`src/sv/ajfm_pkg.sv`:
```
// Shared types and constants for the audio jitter FIFO mixer.
package ajfm_pkg;

    // Ring geometry (CAPACITY must be a power of two)
    localparam int CAPACITY    = 4096;
    localparam int ADDR_W      = $clog2(CAPACITY);
    localparam int FILL_W      = $clog2(CAPACITY + 1);
    localparam int SAMPLE_BITS = 24;

    // Field widths fixed by the interface
    localparam int COUNT_W = 13;
    localparam int MODE_W  = 2;
    localparam int EVT_W   = 32;

    // Remaining-element counter holds either a count or a fill level
    localparam int REM_W  = (FILL_W > COUNT_W) ? FILL_W : COUNT_W;
    localparam int WIDE_W = REM_W + 1;

    // Element modes
    localparam logic [MODE_W-1:0] MODE_PUSH    = 2'd0;
    localparam logic [MODE_W-1:0] MODE_CONSUME = 2'd1;
    localparam logic [MODE_W-1:0] MODE_QUERY   = 2'd2;

    // Input item
    typedef struct packed {
        logic [MODE_W-1:0]             mode;
        logic                          first;
        logic [COUNT_W-1:0]            count;
        logic signed [SAMPLE_BITS-1:0] sample;
        logic signed [SAMPLE_BITS-1:0] mix_in;
    } t_in_item;

    // Result item
    typedef struct packed {
        logic signed [SAMPLE_BITS-1:0] mix_out;
        logic                          accepted;
        logic                          ready_res;
        logic [COUNT_W-1:0]            level;
        logic                          starved;
        logic [EVT_W-1:0]              overflow_events;
        logic [EVT_W-1:0]              underrun_events;
    } t_out_item;

    // Sample RAM command from the control unit
    typedef struct packed {
        logic                   we;
        logic [ADDR_W-1:0]      waddr;
        logic [SAMPLE_BITS-1:0] wdata;
        logic                   re;
        logic [ADDR_W-1:0]      raddr;
    } t_ram_cmd;

    // Per-element results handed to the mix stage
    typedef struct packed {
        logic signed [SAMPLE_BITS-1:0] mix_in;
        logic                          play;
        logic                          accepted;
        logic                          ready_res;
        logic [COUNT_W-1:0]            level;
        logic                          starved;
        logic [EVT_W-1:0]              overflow_events;
        logic [EVT_W-1:0]              underrun_events;
    } t_stage;

endpackage

```
`src/sv/ajfm_ctrl.sv`:
```
// FIFO control: ring pointers, call decisions, event counters and threshold register.
module ajfm_ctrl (
    input  logic                       i_clk,
    input  logic                       i_rst_n,
    input  logic                       i_cfg_we,
    input  logic [ajfm_pkg::COUNT_W-1:0] i_cfg_wdata,
    input  logic                       i_accept,
    input  ajfm_pkg::t_in_item         i_item,
    output ajfm_pkg::t_ram_cmd         o_ram,
    output ajfm_pkg::t_stage           o_info
);

    logic [ajfm_pkg::ADDR_W-1:0]  r_rd_ptr, n_rd_ptr;
    logic [ajfm_pkg::FILL_W-1:0]  r_fill, n_fill;
    logic                         r_exh, n_exh;
    logic [ajfm_pkg::EVT_W-1:0]   r_ovf, n_ovf;
    logic [ajfm_pkg::EVT_W-1:0]   r_und, n_und;
    logic                         r_call_acc, n_call_acc;
    logic [ajfm_pkg::REM_W-1:0]   r_rem, n_rem;
    logic [ajfm_pkg::MODE_W-1:0]  r_kind, n_kind;
    logic [ajfm_pkg::COUNT_W-1:0] r_thr;

    logic [ajfm_pkg::WIDE_W-1:0]  fill_w, cnt_w, thr_w;
    logic [ajfm_pkg::FILL_W-1:0]  wr_sum;
    logic                         we, re, play, acc, rdy;

    assign fill_w = ajfm_pkg::WIDE_W'(r_fill);
    assign cnt_w  = ajfm_pkg::WIDE_W'(i_item.count);
    assign thr_w  = ajfm_pkg::WIDE_W'(r_thr);
    assign wr_sum = ajfm_pkg::FILL_W'(r_rd_ptr) + r_fill;

    // Element decode and next state
    always_comb begin
        n_rd_ptr   = r_rd_ptr;
        n_fill     = r_fill;
        n_exh      = r_exh;
        n_ovf      = r_ovf;
        n_und      = r_und;
        n_call_acc = r_call_acc;
        n_rem      = r_rem;
        n_kind     = r_kind;
        we         = 1'b0;
        re         = 1'b0;
        play       = 1'b0;
        acc        = 1'b0;
        rdy        = 1'b0;
        case (i_item.mode)
            ajfm_pkg::MODE_PUSH: begin
                // whole block fits or the call is rejected
                if (i_item.first) begin
                    n_kind = ajfm_pkg::MODE_PUSH;
                    if (fill_w + cnt_w > ajfm_pkg::WIDE_W'(ajfm_pkg::CAPACITY)) begin
                        n_ovf      = r_ovf + 1'b1;
                        n_call_acc = 1'b0;
                        n_rem      = '0;
                    end else begin
                        n_call_acc = 1'b1;
                        n_rem      = ajfm_pkg::REM_W'(i_item.count);
                    end
                end
                if (n_kind == ajfm_pkg::MODE_PUSH) begin
                    acc = n_call_acc;
                    if (n_call_acc && n_rem != '0 &&
                        fill_w < ajfm_pkg::WIDE_W'(ajfm_pkg::CAPACITY)) begin
                        we     = 1'b1;
                        n_fill = r_fill + 1'b1;
                        n_rem  = n_rem - 1'b1;
                    end
                end
            end
            ajfm_pkg::MODE_CONSUME: begin
                // underrun handling and recovery decided on the first element
                if (i_item.first) begin
                    n_kind     = ajfm_pkg::MODE_CONSUME;
                    n_call_acc = 1'b0;
                    if (r_exh && fill_w < thr_w) begin
                        n_und = r_und + 1'b1;
                        n_rem = '0;
                    end else begin
                        n_exh = 1'b0;
                        if (fill_w < cnt_w) begin
                            n_rem = ajfm_pkg::REM_W'(r_fill);
                            n_exh = 1'b1;
                            n_und = r_und + 1'b1;
                        end else begin
                            n_rem = ajfm_pkg::REM_W'(i_item.count);
                        end
                    end
                end
                if (n_kind == ajfm_pkg::MODE_CONSUME && n_rem != '0 && r_fill != '0) begin
                    re       = 1'b1;
                    play     = 1'b1;
                    n_rd_ptr = r_rd_ptr + 1'b1;
                    n_fill   = r_fill - 1'b1;
                    n_rem    = n_rem - 1'b1;
                end
            end
            ajfm_pkg::MODE_QUERY: begin
                if (i_item.first) begin
                    n_kind     = ajfm_pkg::MODE_QUERY;
                    n_call_acc = 1'b0;
                    n_rem      = '0;
                end
                rdy = (fill_w >= cnt_w);
            end
            default: begin
                // unused mode: element ignored
            end
        endcase
    end

    // State registers, updated once per transfer
    always_ff @(posedge i_clk) begin
        if (!i_rst_n) begin
            r_rd_ptr   <= '0;
            r_fill     <= '0;
            r_exh      <= 1'b0;
            r_ovf      <= '0;
            r_und      <= '0;
            r_call_acc <= 1'b0;
            r_rem      <= '0;
            r_kind     <= ajfm_pkg::MODE_PUSH;
        end else if (i_accept) begin
            r_rd_ptr   <= n_rd_ptr;
            r_fill     <= n_fill;
            r_exh      <= n_exh;
            r_ovf      <= n_ovf;
            r_und      <= n_und;
            r_call_acc <= n_call_acc;
            r_rem      <= n_rem;
            r_kind     <= n_kind;
        end
    end

    // Recovery threshold register
    always_ff @(posedge i_clk) begin
        if (!i_rst_n) begin
            r_thr <= '0;
        end else if (i_cfg_we) begin
            r_thr <= i_cfg_wdata;
        end
    end

    // RAM command
    assign o_ram.we    = i_accept && we;
    assign o_ram.waddr = wr_sum[ajfm_pkg::ADDR_W-1:0];
    assign o_ram.wdata = i_item.sample;
    assign o_ram.re    = i_accept && re;
    assign o_ram.raddr = r_rd_ptr;

    // Results known at decode time
    assign o_info.mix_in          = i_item.mix_in;
    assign o_info.play            = play;
    assign o_info.accepted        = acc;
    assign o_info.ready_res       = rdy;
    assign o_info.level           = ajfm_pkg::COUNT_W'(n_fill);
    assign o_info.starved         = n_exh;
    assign o_info.overflow_events = n_ovf;
    assign o_info.underrun_events = n_und;

endmodule

```
`config.mk`:
```
export PLATFORM = sky130hd
export DESIGN_NAME = ajfm_ctrl
export DESIGN_NICKNAME = d
export VERILOG_FILES = /design/src/sv/ajfm_pkg.sv /design/src/sv/ajfm_ctrl.sv
export SDC_FILE = /design/constraint.sdc
export NUM_CORES = 1
export LEC_CHECK = 0
export BUFFER_PORTS_ARGS = -buffer_cell sky130_fd_sc_hd__buf_4
export CAP_MARGIN = 20
export CORE_UTILIZATION = 56
export CTS_CLUSTER_SIZE = 12
export DETAILED_ROUTE_END_ITERATION = 8
export GPL_TIMING_DRIVEN = 0
export PLACE_DENSITY = 0.83
export RECOVER_POWER = 50
export SLEW_MARGIN = 30
export SYNTH_ARGS = -nofsm -noshare
export SYNTH_HDL_FRONTEND = slang
export SYNTH_SLANG_ARGS = --single-unit
```
`constraint.sdc`:
```
create_clock -name i_clk -period 7.5 [get_ports i_clk]
set_clock_uncertainty 0.2 [all_clocks]
set_input_delay 0.75 -clock i_clk [delete_from_list [all_inputs] [get_ports i_clk]]
set_output_delay 0.75 -clock i_clk [all_outputs]
set_load 0.005 [all_outputs]
```
* After elaboration in Yosys (flattened, before gate mapping)
Index checks and enable logic that the tools add are counted.
Operators by class: $add $sub $neg 9, $mul 0, div/mod/pow operators 0, magnitude comparators 5, equality and inequality tests 5, shifts and indexed selects 0, muxes and demuxes 46, bitwise gates (word level) 0, reduce and logical (&&, ||, !) cells 18
Operators by type and width (number):
- two-way mux 32 bit | 7
- two-way mux 13 bit | 14
- adder 32 x 1 -> 32 bit (second input constant) | 2
- one-hot mux 13 bit (3 select lines) | 1
- nonzero test 13 bit | 3
- subtractor 13 x 1 -> 13 bit (second input constant) | 3
- < comparator 13 bit | 2
- one-hot mux 13 bit (2 select lines) | 1
- two-way mux 1 bit | 16
- adder 13 x 13 -> 14 bit | 1
- > comparator 14 x 13 -> 1 bit (second input constant) | 1
- adder 13 x 1 -> 13 bit (second input constant) | 1
- >= comparator 13 bit | 1
- < comparator 13 bit (second input constant) | 1
- adder 12 x 1 -> 12 bit (second input constant) | 1
- adder 12 bit | 1
- two-way mux 2 bit | 5
- AND reduction 3 bit | 3
- logical AND 1 bit | 7
- one-hot mux 2 bit (3 select lines) | 1
- equality test 2 x 1 -> 1 bit (second input constant) | 2
- logical NOT 2 bit | 2
- nonzero test 3 bit | 1
- equality test 2 bit (second input constant) | 1
- 5 further kinds | 5
Word-level totals: register bits after elaboration 119, bits in latches 0, bits in writable memories 0, bits in read-only memories 0, input port bits 81, output and inout port bits 155, logic and storage cells 92, memories 0

* Logic depth before layout (Yosys ltp)
Gate-level depths: netlist of the first run.
depth after elaboration 12, depth in mapped cells 27, depth with buffers taken out 22

* Least setup slack after synthesis of the first run
OpenSTA, ideal clock, no wires.
path kind input to output, start point input port i_item[54] (netlist bit), end point output port o_info[76] (netlist bit), arrival 4.801 ns, required time 6.550 ns, slack 1.749 ns, stages 20, path buffers 3, path through inv_1 ha_1 buf_6 or4_4 a21oi_2 o311ai_2 xnor2_2 or3_4 a21oi_4 buf_2 a21oi_1 ha_1 o211ai_1 o311ai_0 a21oi_1 o31ai_1 buf_2 or3_1 xnor2_1 a21o_1
RTL lines:
- start: declaration | line ajfm_ctrl.sv:8 | input ajfm_pkg::t_in_item i_item,
- end: declaration | line ajfm_ctrl.sv:10 | output ajfm_pkg::t_stage o_info

==> run summary, run 1 <==
Crit end category -> output port
Routability Congestion -> 1.00
R2R depth -> 25
H-tree depth -> 4
# clock sinks -> 119
Die Area -> 0.0196 mm²
Slowest Stage Delay on Critical Path -> 500 ps
Worst Path Required -> 6550 ps
Fin. max-slew vios -> 9
Synth unique cells -> 93
Final Hold Vio Count -> 0
Cell Area, Synth -> 0.0107 mm²
I/O pin total -> 236
Clock tree buffer depth -> 2
Syn nets -> 1,522
Worst vdd ir -> 0.180 mV
Crit Path Category -> register to output port
Clock power share -> 41.5%
Combinational share of power -> 22.0%
YS warnings -> 0
P&R area growth vs syn -> 20.0%
Routed Antenna Nets -> 0
Worst Hold Depth -> 2
Initial antenna violation count -> 0
Hold_buf cts -> 0
Die height -> 140 µm
Startpoint types -> register
Period minus WS final -> 7350 ps
Max Freq -> 136 MHz
# port buffers -> 185
Pwr/cell area -> 141 mW/mm²
Residual DRC count -> 0
CTS Buf Count -> 17
Top_reg_cell synth -> dfxtp_1
Worst path depth -> 22
Iter 0 DRT Violations -> 1,098
Leak -> 5.60 nW
Setup_tns -> 0 ps
Post-Synthesis Cells -> 1,379
CTS tree -> yes
Reg power frac -> 36.6%
Nets -> 1,726
DR vias -> 11,100
CP Data Arrival Time -> 6400 ps
Overall Power -> 0.00181 W
Clk pin slew, worst setup/hold paths -> 50 ps
ANT cells -> 0
Pin count of the biggest net entering global routing -> 17
RR Startpoint -> r_fill[9]$_SDFFE_PN0P_
Worst Max-Slew Pin Slew -> 1660 ps
Hold Path End -> r_rem[8]$_SDFFE_PN0P_
Sw frac -> 30.1%
Critical R2R Capture -> r_rd_ptr[11]$_SDFFE_PN0P_
Register area share after synthesis -> 22.3%
Die W -> 140 µm
Critical-path maximum fanout -> 11
Relative slew margins -> -12.0%
Root Buffer -> clkbuf_16
Core area -> 0.0187 mm²
FFs w/ async S/R, synth -> 0%
Total wire length -> 34.0 mm
Final setup viols -> 0
Routed len/inst -> 18.6 µm
Crit path max-delay family -> compound AO/OA/AOI/OAI gates
PostCTS Resize Cnt -> 0
Cells after DPL -> 1,798
Vias in the first global route -> 10,200
Final Instance Count excl. Fillers -> 1,828
Initial Util -> 57.1%
First-pass GRT wire length -> 53.5 mm
RSZ-0062 raised after global routing -> false
Worst Hold Launch -> r_rem[8]$_SDFFE_PN0P_
Worst-Skew Late Latency -> 430 ps
Sw Pwr -> 0.000546 W
Reg2Reg Setup Slack -> 1360 ps
Max_cap viols -> 1
Worst hold-check path type -> register to register
Crit-path slowest cell -> dfxtp_2
Fraction of layout cells with a size suffix above 1 -> 20.0%
Synthesized area per cell -> 7.75 µm²
Register bit total from synthesis -> 119
Post-synth EDFFs -> 0
GR Overflow Total -> 0
WP buf/inv -> 4
Pint -> 0.00127 W
Final period util -> 98.0%
DR pass1 iterations -> 5
FP Rows -> 50
GRT Overall Usage -> 34.4%
Failing checks -> capacitance limit, slew limit
CP cell instances -> inv_1, fa_1, nor2_1, o21ai_0, a21oi_2, o311ai_2, xnor2_1, or3_1, a21oi_4, buf_2, a21oi_1, ha_1, o211ai_1, o311ai_0, a21oi_1, o31ai_1, buf_2, nor2_1, nand3_1, xor2_1, o21ai_0, buf_4
Via density -> 6.07
Post-CTS setup buffer count -> 0
Status -> finished with violations
Estimated wirelength of the detail-placed design -> 26.1 mm
[layout make-up]
class	instances	area [µm²]
Buffer	125	721
Clock buffer	22	454
Clock inverter	8	77.6
Fill cell	1582	5880
Inverter	60	228
Multi-Input combinational cell	1075	7280
Sequential cell	119	2380
Tap cell	234	293
Timing Repair Buffer	185	1380
[registers in the layout, indices dropped and copies added (netlist names)]
name / flops
r_kind: 2
r_rd_ptr: 12
r_thr: 13
r_exh: 1
r_ovf: 32
r_fill: 13
r_und: 32
r_call_acc: 1
r_rem: 13
[worst min-delay path: stages, from the launching register on]
cell and delay [ps]:
dfxtp_1 320, nand2_1 60, a31oi_1 70
[Yosys cell counts, types with 10 or more instances]
master	instances	share of area [%]
dfxtp_1	119	22
xnor2_1	115	9.4
nand2_1	113	4.0
nor2_1	91	3.2
a21oi_1	74	3.5
and2_1	64	3.7
o21ai_0	64	3.0
ha_1	60	7.0
inv_1	58	2.0
nand3_1	53	2.5
buf_4	52	3.7
clkbuf_1	51	1.8
nor2b_1	44	2.6
xor2_1	44	3.6
nand4_1	31	1.8
and3_1	28	1.6
nor3_1	28	1.3
mux2i_1	26	2.4
a21o_1	17	1.2
a31oi_1	14	0.82
nor4_1	14	0.82
or3_1	13	0.76
o211ai_1	11	0.77
buf_2	10	0.47
nand2b_1	10	0.59
o21a_1	10	0.70
[worst max path at each step]
stage / start / end / slack [ps]
floorplan: i_item[54] / o_info[76] / 1750
global placement: i_item[51] / o_info[76] / 450
detailed placement: i_item[51] / o_info[76] / 430
CTS: r_fill[1]$_SDFFE_PN0P_ / o_info[75] / 260
global route: r_fill[9]$_SDFFE_PN0P_ / o_info[76] / 50
finish: r_fill[1]$_SDFFE_PN0P_ / o_info[75] / 150
[metal layers]
layer / vias up / share of wire (%) / track usage, % / wire length, µm
li1: 5187 / - / - / -
met2: 621 / 45 / 55.3 / 15200
met4: 0 / 4.1 / 16.8 / 1400
met5: - / 0 / 0 / 0
met3: 99 / 9.0 / 6.43 / 3060
met1: 5192 / 42 / 44.4 / 14300
[cells by family after synthesis]
group                    Yosys count  synth area share, %
AO/OA/AOI/OAI                    287                 18.0
XOR/XNOR                         160                 13.2
adder cells (fa/ha/maj)           62                 7.40
buffers and inverters            185                 8.89
flip-flops                       119                 22.3
multiplexers                      30                 2.86
AND/OR/NAND/NOR                  536                 27.4
[metrics by stage]
step                hold slack [ps]  util (%)  setup slack (ps)  instance area (µm²)
finish                          295      68.5               149                12800
global route                    321      68.5              45.4                12800
CTS                             294      69.0               261                12900
detailed placement              283      66.1               434                12400
global placement                279      66.1               446                12400
floorplan                       253         -              1750                10700
[power groups by stage]
stage | Clock [W] | Sequential (W) | Combinational (W)
2_1_floorplan | 0 | 0.000669 | 0.000255
3_3_place_gp | 0 | 0.000675 | 0.000386
3_5_place_dp | 0 | 0.000675 | 0.000389
4_1_cts | 0.000755 | 0.000662 | 0.000392
5_1_grt | 0.000784 | 0.000664 | 0.000429
6_report | 0.000752 | 0.000663 | 0.000398
[layout by cell type (no fill, tap or decap), types with 7 or more instances in the layout]
master,count
buf_4,169
dfxtp_1,118
xnor2_1,116
nand2_1,113
nor2_1,92
a21oi_1,74
clkbuf_4,66
o21ai_0,65
clkbuf_1,61
ha_1,60
inv_1,58
nand3_1,53
nor2b_1,44
xor2_1,44
and2_1,40
nand4_1,32
nor3_1,29
and3_1,28
mux2i_1,26
and2_0,24
a21o_1,17
nor4_1,17
clkbuf_16,17
a31oi_1,14
or3_1,14
o211ai_1,11
nand2b_1,10
o21a_1,10
buf_2,9
a211oi_1,9
a21boi_0,9
o31ai_1,9
and4_1,8
o22ai_1,7
Note: power is estimated with default switching activity, not from simulation.
==> inputs of run 2 (changes only) <==
--- a/config.mk
+++ b/config.mk
@@ -7,2 +7,3 @@
 export LEC_CHECK = 0
+export ABC_AREA = 1
 export BUFFER_PORTS_ARGS = -buffer_cell sky130_fd_sc_hd__buf_4
--- a/constraint.sdc
+++ b/constraint.sdc
@@ -4,2 +4,2 @@
 set_output_delay 0.75 -clock i_clk [all_outputs]
-set_load 0.005 [all_outputs]
+set_load 0.05 [all_outputs]
==> run 2 against run 1 <==
Against the previous run: first-iteration DRC count down 14%; the flow now finishes without violations; sequential share of layout area up 0.35 points; count of clock-buffer cells in the layout unchanged; combinational power up 130%; hold slack worse by 30 ps; highest routed layer unchanged; via count up 7.8%.
==> run summary, run 2 <==
Status -> completed
Iter 0 DRT Violations -> 942
DR vias -> 12,000
Met3 usage -> 6.80%
Die W -> 140 µm
Top-count cell post-synth -> nand2_1
Residual DRC count -> 0
FFs w/ async S/R, synth -> 0%
M1 GR Usage -> 42.6%
Crit end category -> output port
CTS Buf Count -> 17
Clk pin slew, worst setup/hold paths -> 60 ps
# port buffers -> 185
DR pass1 iterations -> 5
Crit-path slowest cell -> dfxtp_1
RR Startpoint -> r_fill[9]$_SDFFE_PN0P_
Routed len/inst -> 15.5 µm
Startpoint types -> register
# clock sinks -> 119
Nets -> 2,089
Worst Path Required -> 6550 ps
Crit Path Category -> register to output port
Register area share after synthesis -> 22.3%
Post-synth EDFFs -> 0
Fill count -> 1,818
Commonest non-fill, non-tap cell in the layout -> nand2_1
Reg power frac -> 29.9%
Critical-path maximum fanout -> 10
Final Hold Vio Count -> 0
Routed Antenna Nets -> 0
Most frequent CP cell -> nand2_1
Post-synth top area share -> 22.3%
Final period util -> 85.4%
Largest registers -> r_ovf: 32 flops, r_und: 32 flops
Pwr/cell area -> 192 mW/mm²
Cell Area, Synth -> 0.0107 mm²
Pre-CTS setup slack -> 1730 ps
Final core occ -> 67.2%
Leak -> 6.43 nW
Top_reg_cell synth -> dfxtp_1
Hold_buf cts -> 0
Synthesized area per cell -> 6.13 µm²
Worst hold-check path type -> register to register
Cells after DPL -> 2,161
Clock tree buffer depth -> 2
Dominant cell type by area after synthesis -> dfxtp_1
Slowest Stage Delay on Critical Path -> 680 ps
Met2 Track Usage GR -> 58.0%
FP Rows -> 50
CP Data Arrival Time -> 5460 ps
Relative slew margins -> 24.2%
Die Area -> 0.0196 mm²
Die height -> 140 µm
Final setup viols -> 0
Syn nets -> 1,885
Final design instance area without fill -> 0.0126 mm²
Worst Hold Launch -> r_thr[5]$_SDFFE_PN0P_
Initial Util -> 57.1%
GRT Overall Usage -> 34.2%
CTS tree -> yes
Combinational share of power -> 37.2%
I/O pin total -> 236
CP startpoint -> r_fill[1]$_SDFFE_PN0P_
Worst Max-Slew Pin Slew -> 1130 ps
Fraction of layout cells with a size suffix above 1 -> 12.1%
RSZ-0062 raised after global routing -> false
Top Usage Layer GRT -> met2
Estimated wirelength of the detail-placed design -> 26.1 mm
Root Buffer -> clkbuf_16
PostCTS Resize Cnt -> 0
Register bit total from synthesis -> 119
Synth top cells by count -> nand2_1, inv_1, nor2_1
Clock power share -> 32.9%
Final Instance Count excl. Fillers -> 2,193
Routability Congestion -> 0.993
Post-Synthesis Cells -> 1,742
P&R area growth vs syn -> 17.9%
Initial antenna violation count -> 0
Worst-Skew Late Latency -> 430 ps
Synth unique cells -> 47
Worst Slack Setup Final -> 1090 ps
Period minus WS final -> 6410 ps
Total wire length -> 34.0 mm
Most frequent cells in the layout -> nand2_1, inv_1, buf_4, nor2_1, o21ai_0
GR Overflow Total -> 0
YS warnings -> 0
Fin. max-slew vios -> 0
Core area -> 0.0187 mm²
Worst vdd ir -> 0.153 mV
Pint -> 0.00142 W
Sw frac -> 41.2%
Max Freq -> 156 MHz
Pin count of the biggest net entering global routing -> 17
H-tree depth -> 4
Largest cells by area after synthesis -> dfxtp_1, nand2_1, inv_1
Sw Pwr -> 0.000992 W
Via density -> 5.45
Post-CTS setup buffer count -> 0
Vias in the first global route -> 10,700
Setup_tns -> 0 ps
ANT cells -> 0
First-pass GRT wire length -> 53.4 mm
Area after DPL -> 0.0124 mm²
Max_cap viols -> 0
[run 2: metrics by stage]
stage               total power, W  hold slack, ps
finish                     0.00241             265
global route               0.00252             277
CTS                        0.00242             266
detailed placement         0.00164             257
global placement           0.00162             251
floorplan                  0.00138             233
[run 2: cells by family (layout without fill, tap and decap cells)]
| kind of cell | count (synthesis) | count (layout) | synth area share (%) |
|---|---|---|---|
| fa+ha+maj | 62 | 62 | 7.41 |
| simple gates | 742 | 742 | 30.5 |
| compound gates | 316 | 316 | 15.4 |
| flops | 119 | 119 | 22.3 |
| buf+inv | 411 | 628 | 16.8 |
| xor+xnor | 92 | 92 | 7.55 |
[run 2: power by group through the flow]
stage / logic, W / registers (W) / clock network (W)
floorplan: 0.000665 / 0.000717 / 0
global placement: 0.000894 / 0.000730 / 0
detailed placement: 0.000904 / 0.000731 / 0
CTS: 0.000909 / 0.000718 / 0.000793
global route: 0.000970 / 0.000723 / 0.000828
finish: 0.000896 / 0.000720 / 0.000793
[run 2: routing by layer]
layer	wire length, µm	vias to the layer above	share of wire, %
li1	-	5921	-
met1	13900	5368	41
met2	15800	583	46
met3	3280	88	9.6
met4	1080	0	3.2
met5	0	-	0
[run 2: worst max-delay path, delay by kind of cell, from the launching register on]
kind                       cells  cell delay (ps)
DFF                            1              680
and+or+nand+nor               16             1910
adders and majority gates      2              780
buffers and inverters          6             1270
AOI/OAI and AO/OA              2              380
[run 2: area by class of cell]
class / instances / area (µm²) / area share [%]
inverter: 299 / 1120 / 8.92
clock buffer: 22 / 474 / 3.77
tap: 234 / 293 / 2.33
buffer: 112 / 657 / 5.22
timing repair buffer: 185 / 1100 / 8.77
multi-input combinational: 1212 / 6450 / 51.3
clock inverter: 10 / 95.1 / 0.756
sequential: 119 / 2380 / 18.9
[run 2: final timing paths]
| kind | cells after the start | slack [ps] | endpoint |
|---|---|---|---|
| max reg2reg | 23 | 2160 | r_rd_ptr[8]$_SDFFE_PN0P_ |
| max | 26 | 1090 | o_info[66] |
| min | 2 | 260 | r_thr[5]$_SDFFE_PN0P_ |
| min reg2reg | 2 | 260 | r_thr[5]$_SDFFE_PN0P_ |
