File: src/sv/ajfm_pkg.sv
// Shared types and constants for the audio jitter FIFO mixer.
package ajfm_pkg;

    // Ring geometry (CAPACITY must be a power of two)
    localparam int CAPACITY    = 4096;
    localparam int ADDR_W      = $clog2(CAPACITY);
    localparam int FILL_W      = $clog2(CAPACITY + 1);
    localparam int SAMPLE_BITS = 24;

    // Field widths fixed by the interface
    localparam int COUNT_W = 13;
    localparam int MODE_W  = 2;
    localparam int EVT_W   = 32;

    // Remaining-element counter holds either a count or a fill level
    localparam int REM_W  = (FILL_W > COUNT_W) ? FILL_W : COUNT_W;
    localparam int WIDE_W = REM_W + 1;

    // Element modes
    localparam logic [MODE_W-1:0] MODE_PUSH    = 2'd0;
    localparam logic [MODE_W-1:0] MODE_CONSUME = 2'd1;
    localparam logic [MODE_W-1:0] MODE_QUERY   = 2'd2;

    // Input item
    typedef struct packed {
        logic [MODE_W-1:0]             mode;
        logic                          first;
        logic [COUNT_W-1:0]            count;
        logic signed [SAMPLE_BITS-1:0] sample;
        logic signed [SAMPLE_BITS-1:0] mix_in;
    } t_in_item;

    // Result item
    typedef struct packed {
        logic signed [SAMPLE_BITS-1:0] mix_out;
        logic                          accepted;
        logic                          ready_res;
        logic [COUNT_W-1:0]            level;
        logic                          starved;
        logic [EVT_W-1:0]              overflow_events;
        logic [EVT_W-1:0]              underrun_events;
    } t_out_item;

    // Sample RAM command from the control unit
    typedef struct packed {
        logic                   we;
        logic [ADDR_W-1:0]      waddr;
        logic [SAMPLE_BITS-1:0] wdata;
        logic                   re;
        logic [ADDR_W-1:0]      raddr;
    } t_ram_cmd;

    // Per-element results handed to the mix stage
    typedef struct packed {
        logic signed [SAMPLE_BITS-1:0] mix_in;
        logic                          play;
        logic                          accepted;
        logic                          ready_res;
        logic [COUNT_W-1:0]            level;
        logic                          starved;
        logic [EVT_W-1:0]              overflow_events;
        logic [EVT_W-1:0]              underrun_events;
    } t_stage;

endpackage

File: src/sv/ajfm_mix.sv
// Mix stage: holds decoded element while RAM data returns, then saturating add into output register.
module ajfm_mix (
    input  logic                              i_clk,
    input  logic                              i_rst_n,
    input  logic                              i_in_valid,
    output logic                              o_in_ready,
    output logic                              o_accept,
    input  ajfm_pkg::t_stage                  i_info,
    input  logic [ajfm_pkg::SAMPLE_BITS-1:0]  i_rdata,
    output logic                              o_out_valid,
    input  logic                              i_out_ready,
    output ajfm_pkg::t_out_item               o_out_data
);

    logic                        r_s1_valid;
    ajfm_pkg::t_stage            r_s1;
    logic                        r_out_valid;
    ajfm_pkg::t_out_item         r_out;

    logic                        adv;
    logic [ajfm_pkg::SAMPLE_BITS:0] sum;
    logic [ajfm_pkg::SAMPLE_BITS-1:0] sat;
    ajfm_pkg::t_out_item         n_out;

    // Handshake: output register frees the stage, stage frees the input
    assign adv        = !r_out_valid || i_out_ready;
    assign o_in_ready = !r_s1_valid || adv;
    assign o_accept   = i_in_valid && o_in_ready;

    // Saturating Q1.23 add of the played sample
    assign sum = {r_s1.mix_in[ajfm_pkg::SAMPLE_BITS-1], r_s1.mix_in}
               + {i_rdata[ajfm_pkg::SAMPLE_BITS-1], i_rdata};

    always_comb begin
        if (sum[ajfm_pkg::SAMPLE_BITS] != sum[ajfm_pkg::SAMPLE_BITS-1]) begin
            sat = {sum[ajfm_pkg::SAMPLE_BITS], {(ajfm_pkg::SAMPLE_BITS-1){~sum[ajfm_pkg::SAMPLE_BITS]}}};
        end else begin
            sat = sum[ajfm_pkg::SAMPLE_BITS-1:0];
        end
    end

    always_comb begin
        n_out.mix_out         = r_s1.play ? sat : r_s1.mix_in;
        n_out.accepted        = r_s1.accepted;
        n_out.ready_res       = r_s1.ready_res;
        n_out.level           = r_s1.level;
        n_out.starved         = r_s1.starved;
        n_out.overflow_events = r_s1.overflow_events;
        n_out.underrun_events = r_s1.underrun_events;
    end

    // Decode stage register
    always_ff @(posedge i_clk) begin
        if (!i_rst_n) begin
            r_s1_valid <= 1'b0;
        end else if (o_accept) begin
            r_s1_valid <= 1'b1;
        end else if (adv) begin
            r_s1_valid <= 1'b0;
        end
    end

    always_ff @(posedge i_clk) begin
        if (o_accept) begin
            r_s1 <= i_info;
        end
    end

    // Output register
    always_ff @(posedge i_clk) begin
        if (!i_rst_n) begin
            r_out_valid <= 1'b0;
        end else if (adv) begin
            r_out_valid <= r_s1_valid;
        end
    end

    always_ff @(posedge i_clk) begin
        if (adv && r_s1_valid) begin
            r_out <= n_out;
        end
    end

    assign o_out_valid = r_out_valid;
    assign o_out_data  = r_out;

endmodule

File: config.mk
export PLATFORM = sky130hd
export DESIGN_NAME = ajfm_mix
export DESIGN_NICKNAME = d
export VERILOG_FILES = /design/src/sv/ajfm_pkg.sv /design/src/sv/ajfm_mix.sv
export SDC_FILE = /design/constraint.sdc
export NUM_CORES = 1
export LEC_CHECK = 0
export BUFFER_PORTS_ARGS = -buffer_cell sky130_fd_sc_hd__buf_2
export CAP_MARGIN = 30
export CORE_UTILIZATION = 25
export CTS_CLUSTER_SIZE = 28
export DETAILED_ROUTE_END_ITERATION = 12
export GPL_TIMING_DRIVEN = 0
export PLACE_DENSITY_LB_ADDON = 0.08
export SYNTH_ARGS = -nofsm -noshare
export SYNTH_HDL_FRONTEND = slang
export SYNTH_SLANG_ARGS = --single-unit
File: constraint.sdc
create_clock -name i_clk -period 7.9 [get_ports i_clk]
set_input_delay 1.58 -clock i_clk [delete_from_list [all_inputs] [get_ports i_clk]]
set_output_delay 1.58 -clock i_clk [all_outputs]
set_load 0.01 [all_outputs]
Word level (Yosys, flattened, before mapping). Index checks and enable logic that the tools add are counted. W data, S select, Z words.

Memories kept: 0. Logic and storage cells: 31. Input bits: 133. Memory bits (read-only): 0. Bits in registers: 211. Bits in writable memories: 0. Latch bits: 0. Output and inout bits: 107.

Shifts and indexed selects: 0. $lt $le $gt $ge: 0. Equality and inequality tests: 1. Add/subtract/negate cells: 1. Multipliers: 0. Bitwise gates (word level): 1. Reductions and logical operators: 7. Muxes and demuxes: 4. Div/mod/pow operators: 0.

Operators with widths (number): $mux W24 (2); $add A24 B24 Y25 (1); $logic_and A1 B1 Y1 (2); $logic_not A1 Y1 (2); $logic_or A1 B1 Y1 (2); $mux W1 (2); $reduce_bool A2 Y1 (1); $ne A1 B1 Y1 (1); $not A1 Y1 (1).

Logic depth before layout (Yosys ltp). Gate-level depths: netlist of run 1.

Word-level depth: 5. Depth in mapped cells: 13. Gate-level depth less buffers: 12.

Worst setup path before layout of run 1. Ideal clock, no wire load.

Kind: input to register. From: in i_out_ready. To: reg r_out (netlist bit o_out_data[0]), enable pin. Arrival: 6264 ps. Slack: 1055 ps. Stages on the path: 2. Setup time: 580 ps. Cell sequence: nor2b_1 nor2b_1.

Cells in the longest elaborated chain, start to end: 2.

Ends and longest elaborated chain: start: declaration (line ajfm_mix.sv:11) `input logic i_out_ready,`; $logic_or A1 B1 Y1 (line ajfm_mix.sv:26) `assign adv = !r_out_valid || i_out_ready;`; $logic_and A1 B1 Y1 (line ajfm_mix.sv:79) `if (adv && r_s1_valid) begin`; end signal: assignment (line ajfm_mix.sv:80) `r_out <= n_out;`; end: declaration (line ajfm_mix.sv:18) `ajfm_pkg::t_out_item r_out;`.

No other way between the ends. A chain may end at the register's enable or synchronous reset.

Final worst setup path of run 1.
From: in i_out_ready. To: out o_accept.

Cells in the longest elaborated chain, start to end: 3.

Ends and longest elaborated chain: $logic_or A1 B1 Y1 (line ajfm_mix.sv:26); $logic_or A1 B1 Y1 (line ajfm_mix.sv:27) `assign o_in_ready = !r_s1_valid || adv;`; $logic_and A1 B1 Y1 (line ajfm_mix.sv:28) `assign o_accept = i_in_valid && o_in_ready;`; end: declaration (line ajfm_mix.sv:7) `output logic o_accept,`.

No other way between the ends.

==> impl_metrics.toml, run 1 <==
[hold_path]
hold_path.class = "reg2reg"

[synthesis]
syn_area_mm2 = 0.00808
synthCells = 478
synth_edf_count = 209
yosysSeqAreaShare = 0.782
synth-seq-cells = 211
synth_cell_types = 49
async_reset_ff_frac = 0
avgSynthCellArea_um2 = 16.9
synthFlopType = "edfxtp_1"
mappedNetlistNets = 636
ys_warn_count = 0

[placed_design]
placed_cell_area_mm2 = 0.00988
placed_cells_incl_taps = 1123
dp_hpwl_um = 13900
place.gp.congestion = 0.740
port_buffers = 239

[clocking]
clock-sinks = 211
cts_max_level = 1
cts_tree = "yes"
ctsResizeCount = 0
cts_made_buffers = 25
holdBufCountCts = 0
cts_buffer_depth = 3
clock_latency_ps = 540
cts_root_buf = "clkbuf_16"
postCtsSetupBuffers = 0
cts.reportedPaths.clkPinSlew_ps = 60

[setup_path]
critical_path_required_ps = 6320
cpMostUsedCell = "buf_2"
crit_fanout = 58
crit_type = "in2out"
setup.worst_path.end_class = "primary output"
crit_path_max_incr_delay_ps = 670
arrival_ps = 3130
slowest_stage = "and2_4"
path_cells = "buf_2 -> nor2b_1 -> nand2_1 -> and2_4 -> buf_16 -> buf_2"
start_kind = "input pin"

[routing]
firstDrtPassIters = 4
wl_met2_um = 8550
first_iter_violations = 196
drt-met1-wl_um = 7870
drt-total-wl_um = 19400
top_layer_used = "met5"
drc_errors = 0
routed-wl-met3_um = 2310
ant_nets = 0
num_vias = 5009
vias_per_cell = 4.29
wl_per_cell_um = 16.6

[final_layout]
final_area_mm2 = 0.0107
finalNonFillerCells = 1167
final_common_cell = "buf_2"
syn2layout_area_growth_pct = 32.5
drive_gt1_frac = 0.402
final_cell_mix = "buf_2 (242), edfxtp_1 (209), inv_1 (31)"
nets = 906

[die]
start_util = 0.255
dieHeight_um = 182
io_pins = 240
rows = 65
fp.dieArea_mm2 = 0.0330
core-area_mm2 = 0.0316
die_w_um = 182

[sta]
grt_setup_unrepaired = "no"
setup_viol = 0
fin_crit_sh = 0.597
finalClockSkew_ps = 7.44
timing.fmax_mhz = 212
maxSlewViolCount = 0
worst_slew_pin_slew_ps = 896
hold_viol = 0
layout_min_cycle_time_ps = 4710
relSlewSlack = 0.401

[power]
leakage_nw = 4.27
power_mw = 2.76
max-vdd-ir-drop_mv = 0.194
powerDensity_mw_per_mm2 = 258

[grt]
grt_pass1_vias = 5363
grt_max_degree = 59
antenna_found_initial = 8
overflow = 0
grt_first_pass_wirelength_um = 30000
grt_usage = 0.117

[job]
cap_violations = 0

[run_status]
status = "finished, final reports clean"
path summary, 6_finish.rpt:
kind,startpoint,endpoint,slack (ps),cells past startpoint
max,i_out_ready,o_accept,3190,6
min,n_out[37]$_DFFE_PP_,o_out_data[37]$_DFFE_PP_,410,0
max reg2reg,r_s1[81]$_DFFE_PP_,o_out_data[98]$_DFFE_PP_,4750,13
min reg2reg,n_out[37]$_DFFE_PP_,o_out_data[37]$_DFFE_PP_,410,0
cells by family (layout without fill, tap and decap cells):
family | after synthesis | after routing | share of synthesized area
other cells | 0 | 1 | 0
compound gates | 98 | 98 | 0.0875
simple gates | 83 | 83 | 0.0471
flops | 211 | 211 | 0.782
xor+xnor | 19 | 19 | 0.0206
buf+inv | 42 | 328 | 0.0232
fa+ha+maj | 25 | 25 | 0.0397
power breakdown:
group          switching [mW]  leakage, nW  internal (mW)
logic                   0.168         1.85          0.121
clock network           0.459        0.399          0.685
registers              0.0166         2.02           1.31
flip-flops by register name (all words and copies together), names as in the netlist:
| signal | cells |
|---|---|
| o_out_data | 104 |
| n_out | 80 |
| r_s1 | 25 |
| o_out_valid | 1 |
| r_s1_valid | 1 |
synthesized netlist by cell type (3+ instances only):
library cell | n | area, um2
o21a_1 | 3 | 22.5
nor3_1 | 4 | 20.0
o211ai_1 | 3 | 22.5
a21oi_1 | 24 | 120
clkbuf_1 | 4 | 15.0
buf_2 | 3 | 15.0
ha_1 | 24 | 300
a21o_1 | 4 | 30.0
buf_6 | 3 | 33.8
nand2_1 | 23 | 86.3
a31oi_1 | 3 | 18.8
a21boi_0 | 3 | 22.5
edfxtp_1 | 209 | 6280
inv_1 | 31 | 116
nor2_1 | 28 | 105
o22ai_1 | 14 | 87.6
nand3_1 | 6 | 30.0
xor2_1 | 10 | 87.6
o21ai_0 | 13 | 65.1
and3_1 | 3 | 18.8
o22ai_2 | 10 | 125
nor2b_1 | 8 | 50.1
xnor2_1 | 9 | 78.8
nand4_1 | 3 | 18.8
o21ai_1 | 4 | 20.0
critical path, delay by kind of cell:
kind                   cells  cell delay (ps)
buffers and inverters      3              610
and+or+nand+nor            3              870
cell type report:
class | instances | area [um2]
antenna | 1 | 2.50
timing repair buffer | 243 | 1290
multi-input combinational | 225 | 1580
clock buffer | 34 | 699
sequential | 211 | 6320
inverter | 31 | 116
tap | 402 | 503
clock inverter | 9 | 115
fill | 3129 | 20900
buffer | 11 | 71.3
metrics by stage:
stage          worst slack, ps  hold slack, ps   util  setup TNS, ps
4_1_cts                   3140             414  0.338              0
3_5_place_dp              3140             405  0.312              0
6_report                  3190             412  0.338              0
5_1_grt                   3070             419  0.338              0
3_3_place_gp             -2100             400  0.309        -217260
2_1_floorplan             1060             400      -              0
routing by layer:
metal | track usage | vias up
met5 | 0 | -
met4 | 0.0373 | 14
met3 | 0.0630 | 46
met2 | 0.183 | 204
met1 | 0.135 | 2378
li1 | - | 2367
(Power assumes the default switching activity.)
==> inputs of run 2 (changes only) <==
==> constraint.sdc (replaced) <==
create_clock -name i_clk -period 4 [get_ports i_clk]
set_input_delay 0.8 -clock i_clk [delete_from_list [all_inputs] [get_ports i_clk]]
set_output_delay 0.8 -clock i_clk [all_outputs]
set_load 0.01 [all_outputs]
==> run 2 against run 1 <==
  * First-iteration DRC count grew 16%
  * Clock power increased by 110%
  * Count of clock-buffer cells in the layout fell by 6
  * Highest routed layer unchanged
==> impl_metrics.toml, run 2 (synthesis gave the netlist of run 1 again) <==
[run_status]
status = "finished, final reports clean"

[setup_path]
arrival_ps = 2400
critical_path_required_ps = 3200
path_buf_inv = 2
setup.worst_path.end_class = "primary output"
ff2ff_setup_slack_ps = 850
cpLargestDelayFamily = "simple AND/OR/NAND/NOR gates"
crit_type = "reg2out"
cp-startpoint = "o_out_valid$_SDFFE_PN0P_"
path_cells = "nor2b_1 -> nand2_1 -> and2_4 -> buf_16 -> buf_2"
crit_path_max_incr_delay_ps = 690
crit_fanout = 55
slowest_stage = "and2_4"
start_kind = "flop"
worst_r2r_startpoint = "r_s1[81]$_DFFE_PP_"

[placed_design]
place.gp.congestion = 0.745
port_buffers = 239
placed_cells_incl_taps = 1123
dp_hpwl_um = 13800

[sta]
maxSlewViolCount = 0
timing.fmax_mhz = 313
finalClockSkew_ps = 13.5
tns_ps = 0
layout_min_cycle_time_ps = 3200
setup_viol = 0
grt_setup_unrepaired = "no"
relSlewSlack = 0.452
fin_crit_sh = 0.800
hold_viol = 0
worst_slew_pin_slew_ps = 822

[routing]
num_vias = 4928
drc_errors = 0
drt-total-wl_um = 19200
first_iter_violations = 227
ant_nets = 0
wl_per_cell_um = 16.5
firstDrtPassIters = 4
vias_per_cell = 4.22

[grt]
grt_max_degree = 56
overflow = 0
antenna_found_initial = 4
grt_first_pass_wirelength_um = 29700
grt_usage = 0.115
grt_pass1_vias = 5280

[power]
combPwrFrac = 0.102
p_sw_frac = 0.227
leakage_nw = 4.28
powerDensity_mw_per_mm2 = 517
p_seq_frac = 0.472
p_int_mw = 4.28
max-vdd-ir-drop_mv = 0.308
switching_power_mw = 1.26
power_mw = 5.54
power.share.clock = 0.425

[clocking]
ctsResizeCount = 0
cts.reportedPaths.clkPinSlew_ps = 60
cts_buffer_depth = 3
clock_latency_ps = 540
cts_max_level = 1
clock-sinks = 211
postCtsSetupBuffers = 0
cts_root_buf = "clkbuf_16"
holdBufCountCts = 0
cts_made_buffers = 25
cts_tree = "yes"

[die]
start_util = 0.255
core-area_mm2 = 0.0316
io_pins = 240
rows = 65
die_w_um = 182
fp.dieArea_mm2 = 0.0330
dieHeight_um = 182

[hold_path]
worstHoldStart = "n_out[49]$_DFFE_PP_"
hold_path.class = "reg2reg"

[final_layout]
syn2layout_area_growth_pct = 32.7
final_common_cell = "buf_2"
nets = 906
final_cell_mix = "buf_2 (242), edfxtp_1 (209), inv_1 (31)"
finalNonFillerCells = 1167
largest_register_ffs = 104
drive_gt1_frac = 0.398

[job]
cap_violations = 0
-- run 2: metrics by stage --
step,hold slack (ps),utilization,cell area [um2],setup slack [ps]
floorplan,400,-,8090,801
global placement,400,0.309,9790,-360
detailed placement,405,0.312,9870,240
CTS,398,0.339,10700,704
global route,414,0.339,10700,610
finish,413,0.339,10700,801
-- run 2: cell type report --
class | count | area, um2
fillers | 3133 | 20900
flip-flops and latches | 211 | 6320
multi-input cells | 225 | 1580
repair buffers | 243 | 1280
clock buffers | 28 | 637
well taps | 402 | 503
clock inverters | 15 | 208
inverters | 31 | 116
plain buffers | 11 | 71.3
diodes | 1 | 2.50
-- run 2: path summary, 6_finish.rpt --
path                              endpoint  depth (start not counted)
setup reg to reg  o_out_data[83]$_DFFE_PP_                         13
hold reg to reg   o_out_data[49]$_DFFE_PP_                          0
hold / removal    o_out_data[49]$_DFFE_PP_                          0
setup / recovery                  o_accept                          5
-- run 2: power by group through the flow --
stage                     sequential (mW)  combinational, mW  clock (mW)
after floorplan                      2.69              0.317           0
after global placement               2.67              0.567           0
after detailed placement             2.66              0.581           0
after CTS                            2.62              0.584        2.45
after global routing                 2.63              0.637        2.51
final                                2.62              0.568        2.35
-- run 2: metal layers --
| layer | track usage | vias to the layer above | wire length, um |
|---|---|---|---|
| met5 | 0 | - | 40 |
| met4 | 0.0332 | 6 | 481 |
| met3 | 0.0533 | 34 | 2050 |
| met2 | 0.187 | 182 | 8770 |
| met1 | 0.136 | 2340 | 7910 |
| li1 | - | 2366 | - |
==> inputs of run 3 (changes only) <==
--- a/config.mk
+++ b/config.mk
@@ -5,6 +5,7 @@
 export SDC_FILE = /design/constraint.sdc
 export NUM_CORES = 1
 export LEC_CHECK = 0
+export ABC_AREA = 1
 export BUFFER_PORTS_ARGS = -buffer_cell sky130_fd_sc_hd__buf_2
 export CAP_MARGIN = 30
 export CORE_UTILIZATION = 25
==> constraint.sdc (replaced) <==
create_clock -name i_clk -period 2.9 [get_ports i_clk]
set_input_delay 0.58 -clock i_clk [delete_from_list [all_inputs] [get_ports i_clk]]
set_output_delay 0.58 -clock i_clk [all_outputs]
set_load 0.01 [all_outputs]
==> run 3 against run 2 <==
  * Clock skew is essentially flat
  * Clock power grew 37%
  * Die area grew 3.6%
  * Sequential power grew 38%
  * Register-to-register slack lost 570 ps
  * Largest power group unchanged
  * Wire length grew 11%
  * Count of clock-buffer cells in the layout grew 1
  * First-iteration DRC count grew 11%
  * Cell area grew 3.8%
==> impl_metrics.toml, run 3 <==
[run_status]
status = "finished, final reports clean"

[final_layout]
finalNonFillerCells = 1349
nets = 1043
final_common_cell = "buf_2"
utilization = 0.340
syn2layout_area_growth_pct = 32.9
final_cell_mix = "buf_2 (239), edfxtp_1 (209), nand2_1 (130)"
drive_gt1_frac = 0.344
largest_register_ffs = 104

[routing]
first_iter_violations = 252
num_vias = 5377
firstDrtPassIters = 4
ant_nets = 0
vias_per_cell = 3.99
drc_errors = 0
wl_per_cell_um = 15.8
drt-total-wl_um = 21300

[clocking]
clock-sinks = 211
cts_made_buffers = 25
cts_root_buf = "clkbuf_16"
cts.reportedPaths.clkPinSlew_ps = 60
clock_latency_ps = 540
cts_tree = "yes"
cts_buffer_depth = 3
cts_max_level = 1

[placed_design]
pre_cts_slack_ps = -124
port_buffers = 239
place.gp.congestion = 0.810
placed_cells_incl_taps = 1298
dp_hpwl_um = 15700

[die]
die_w_um = 185
dieHeight_um = 185
core-area_mm2 = 0.0328
fp.dieArea_mm2 = 0.0342
io_pins = 240
start_util = 0.255
rows = 66

[synthesis]
avgSynthCellArea_um2 = 13.7
ys_top_cells_by_count = "edfxtp_1 (209), nand2_1 (131), inv_1 (61)"
synth_area_leaders = "edfxtp_1 (75%), nand2_1 (5.9%), ha_1 (3.6%), inv_1 (2.7%), a21oi_1 (2.4%)"
ys_warn_count = 0
synth_cell_types = 27
netlist.area_leader.share = 0.749
yosysMostFrequentCell = "edfxtp_1"
async_reset_ff_frac = 0
syn_area_mm2 = 0.00837
synth_edf_count = 209
synthFlopType = "edfxtp_1"
synthCells = 611
yosysTopAreaCell = "edfxtp_1"
yosysSeqAreaShare = 0.754
synth-seq-cells = 211
mappedNetlistNets = 769

[sta]
finalClockSkew_ps = 13.4
maxSlewViolCount = 0
layout_min_cycle_time_ps = 2620
fin_crit_sh = 0.904
setup_viol = 0
hold_viol = 0
grt_setup_unrepaired = "no"
relSlewSlack = 0.446
timing.fmax_mhz = 381
fin_ws_ps = 277
worst_slew_pin_slew_ps = 826
whs_ps = 214

[setup_path]
ff2ff_setup_slack_ps = 280
crit_type = "reg2reg"
start_kind = "flop"
critical_path_required_ps = 3170
crit_fanout = 10
setup.worst_path.end_class = "flop"
arrival_ps = 2900
reg2regPathDepth = 16

[power]
powerDensity_mw_per_mm2 = 688
max-vdd-ir-drop_mv = 0.438
leakage_nw = 4.62

[grt]
grt_max_degree = 40
grt_pass1_vias = 5601
overflow = 0
grt_first_pass_wirelength_um = 32100
grt_usage = 0.124
antenna_found_initial = 8

[hold_path]
hold_path.class = "in2reg"
hold_path_depth = 1

[job]
cap_violations = 0
-- run 3: cell count changes in the layout (fill, tap and decap cells not counted), sizes merged, moves of 7 or more --
| cell | previous run | this run |
|---|---|---|
| o21ai | 17 | 10 |
| nor2 | 28 | 52 |
| nand4 | 3 | 12 |
| nand2 | 24 | 137 |
| nand3 | 6 | 18 |
| o22ai | 24 | 0 |
| inv | 32 | 61 |
| a21oi | 27 | 47 |
| nor2b | 8 | 0 |
-- run 3: cell type report --
cell class	count	area, um2
diodes	5	12.5
flip-flops and latches	211	6320
well taps	442	553
repair buffers	246	1320
inverters	61	236
clock buffers	29	641
clock inverters	15	193
fillers	3346	21700
plain buffers	6	52.6
repair inverters	1	5.00
multi-input cells	333	1800
-- run 3: logic make-up (layout without fill, tap and decap cells) --
kind of cell	count (synthesis)	count (layout)	share of synthesized area
XOR/XNOR	15	15	0.0157
AND/OR/NAND/NOR	230	230	0.115
other	0	5	0
buffers and inverters	67	358	0.0336
flip-flops	211	211	0.754
AO/OA/AOI/OAI	63	63	0.0433
adder cells (fa/ha/maj)	25	25	0.0382
-- run 3: stage by stage --
step                      total power [mW]  TNS, ps  area (um2)
after global routing                  8.01        0       11100
final                                 7.66        0       11100
after CTS                             7.82        0       11100
after floorplan                       4.17        0        8400
after detailed placement              4.52    -1090       10300
after global placement                4.51  -253480       10100
-- run 3: final timing paths --
kind | startpoint | end
worst max register to register | r_s1[81]$_DFFE_PP_ | o_out_data[97]$_DFFE_PP_
worst min register to register | n_out[33]$_DFFE_PP_ | o_out_data[33]$_DFFE_PP_
worst min-delay path | i_info[28] | n_out[28]$_DFFE_PP_
worst max-delay path | r_s1[81]$_DFFE_PP_ | o_out_data[97]$_DFFE_PP_
-- run 3: report_power, final --
group	internal (mW)	switching, mW	total (mW)
clock	1.94	1.28	3.22
combinational	0.319	0.513	0.831
sequential	3.57	0.0458	3.61
-- run 3: critical path, stage by stage, from the launching register on --
cell	delay (ps)
edfxtp_1	350
ha_2	220
inv_1	80
fa_1	400
inv_1	70
nand2_1	40
nand2_1	80
nand3_1	90
nand2_2	170
nand2_2	100
nand3_2	90
nand2_1	50
nand2_1	70
nand2_2	120
buf_6	180
nand3_1	150
a21oi_1	100
-- run 3: timing repair --
item,CTS,global route
setup buffers,1,0
resized for setup,0,1
hold buffers,0,0
endpoints found under the setup margin,1,1
gates cloned,1,0
-- run 3: routing by layer --
metal / GRT usage / wire, um
met5: 0 / 41
met2: 0.195 / 9390
met4: 0.0344 / 562
met3: 0.0631 / 2430
met1: 0.149 / 8880
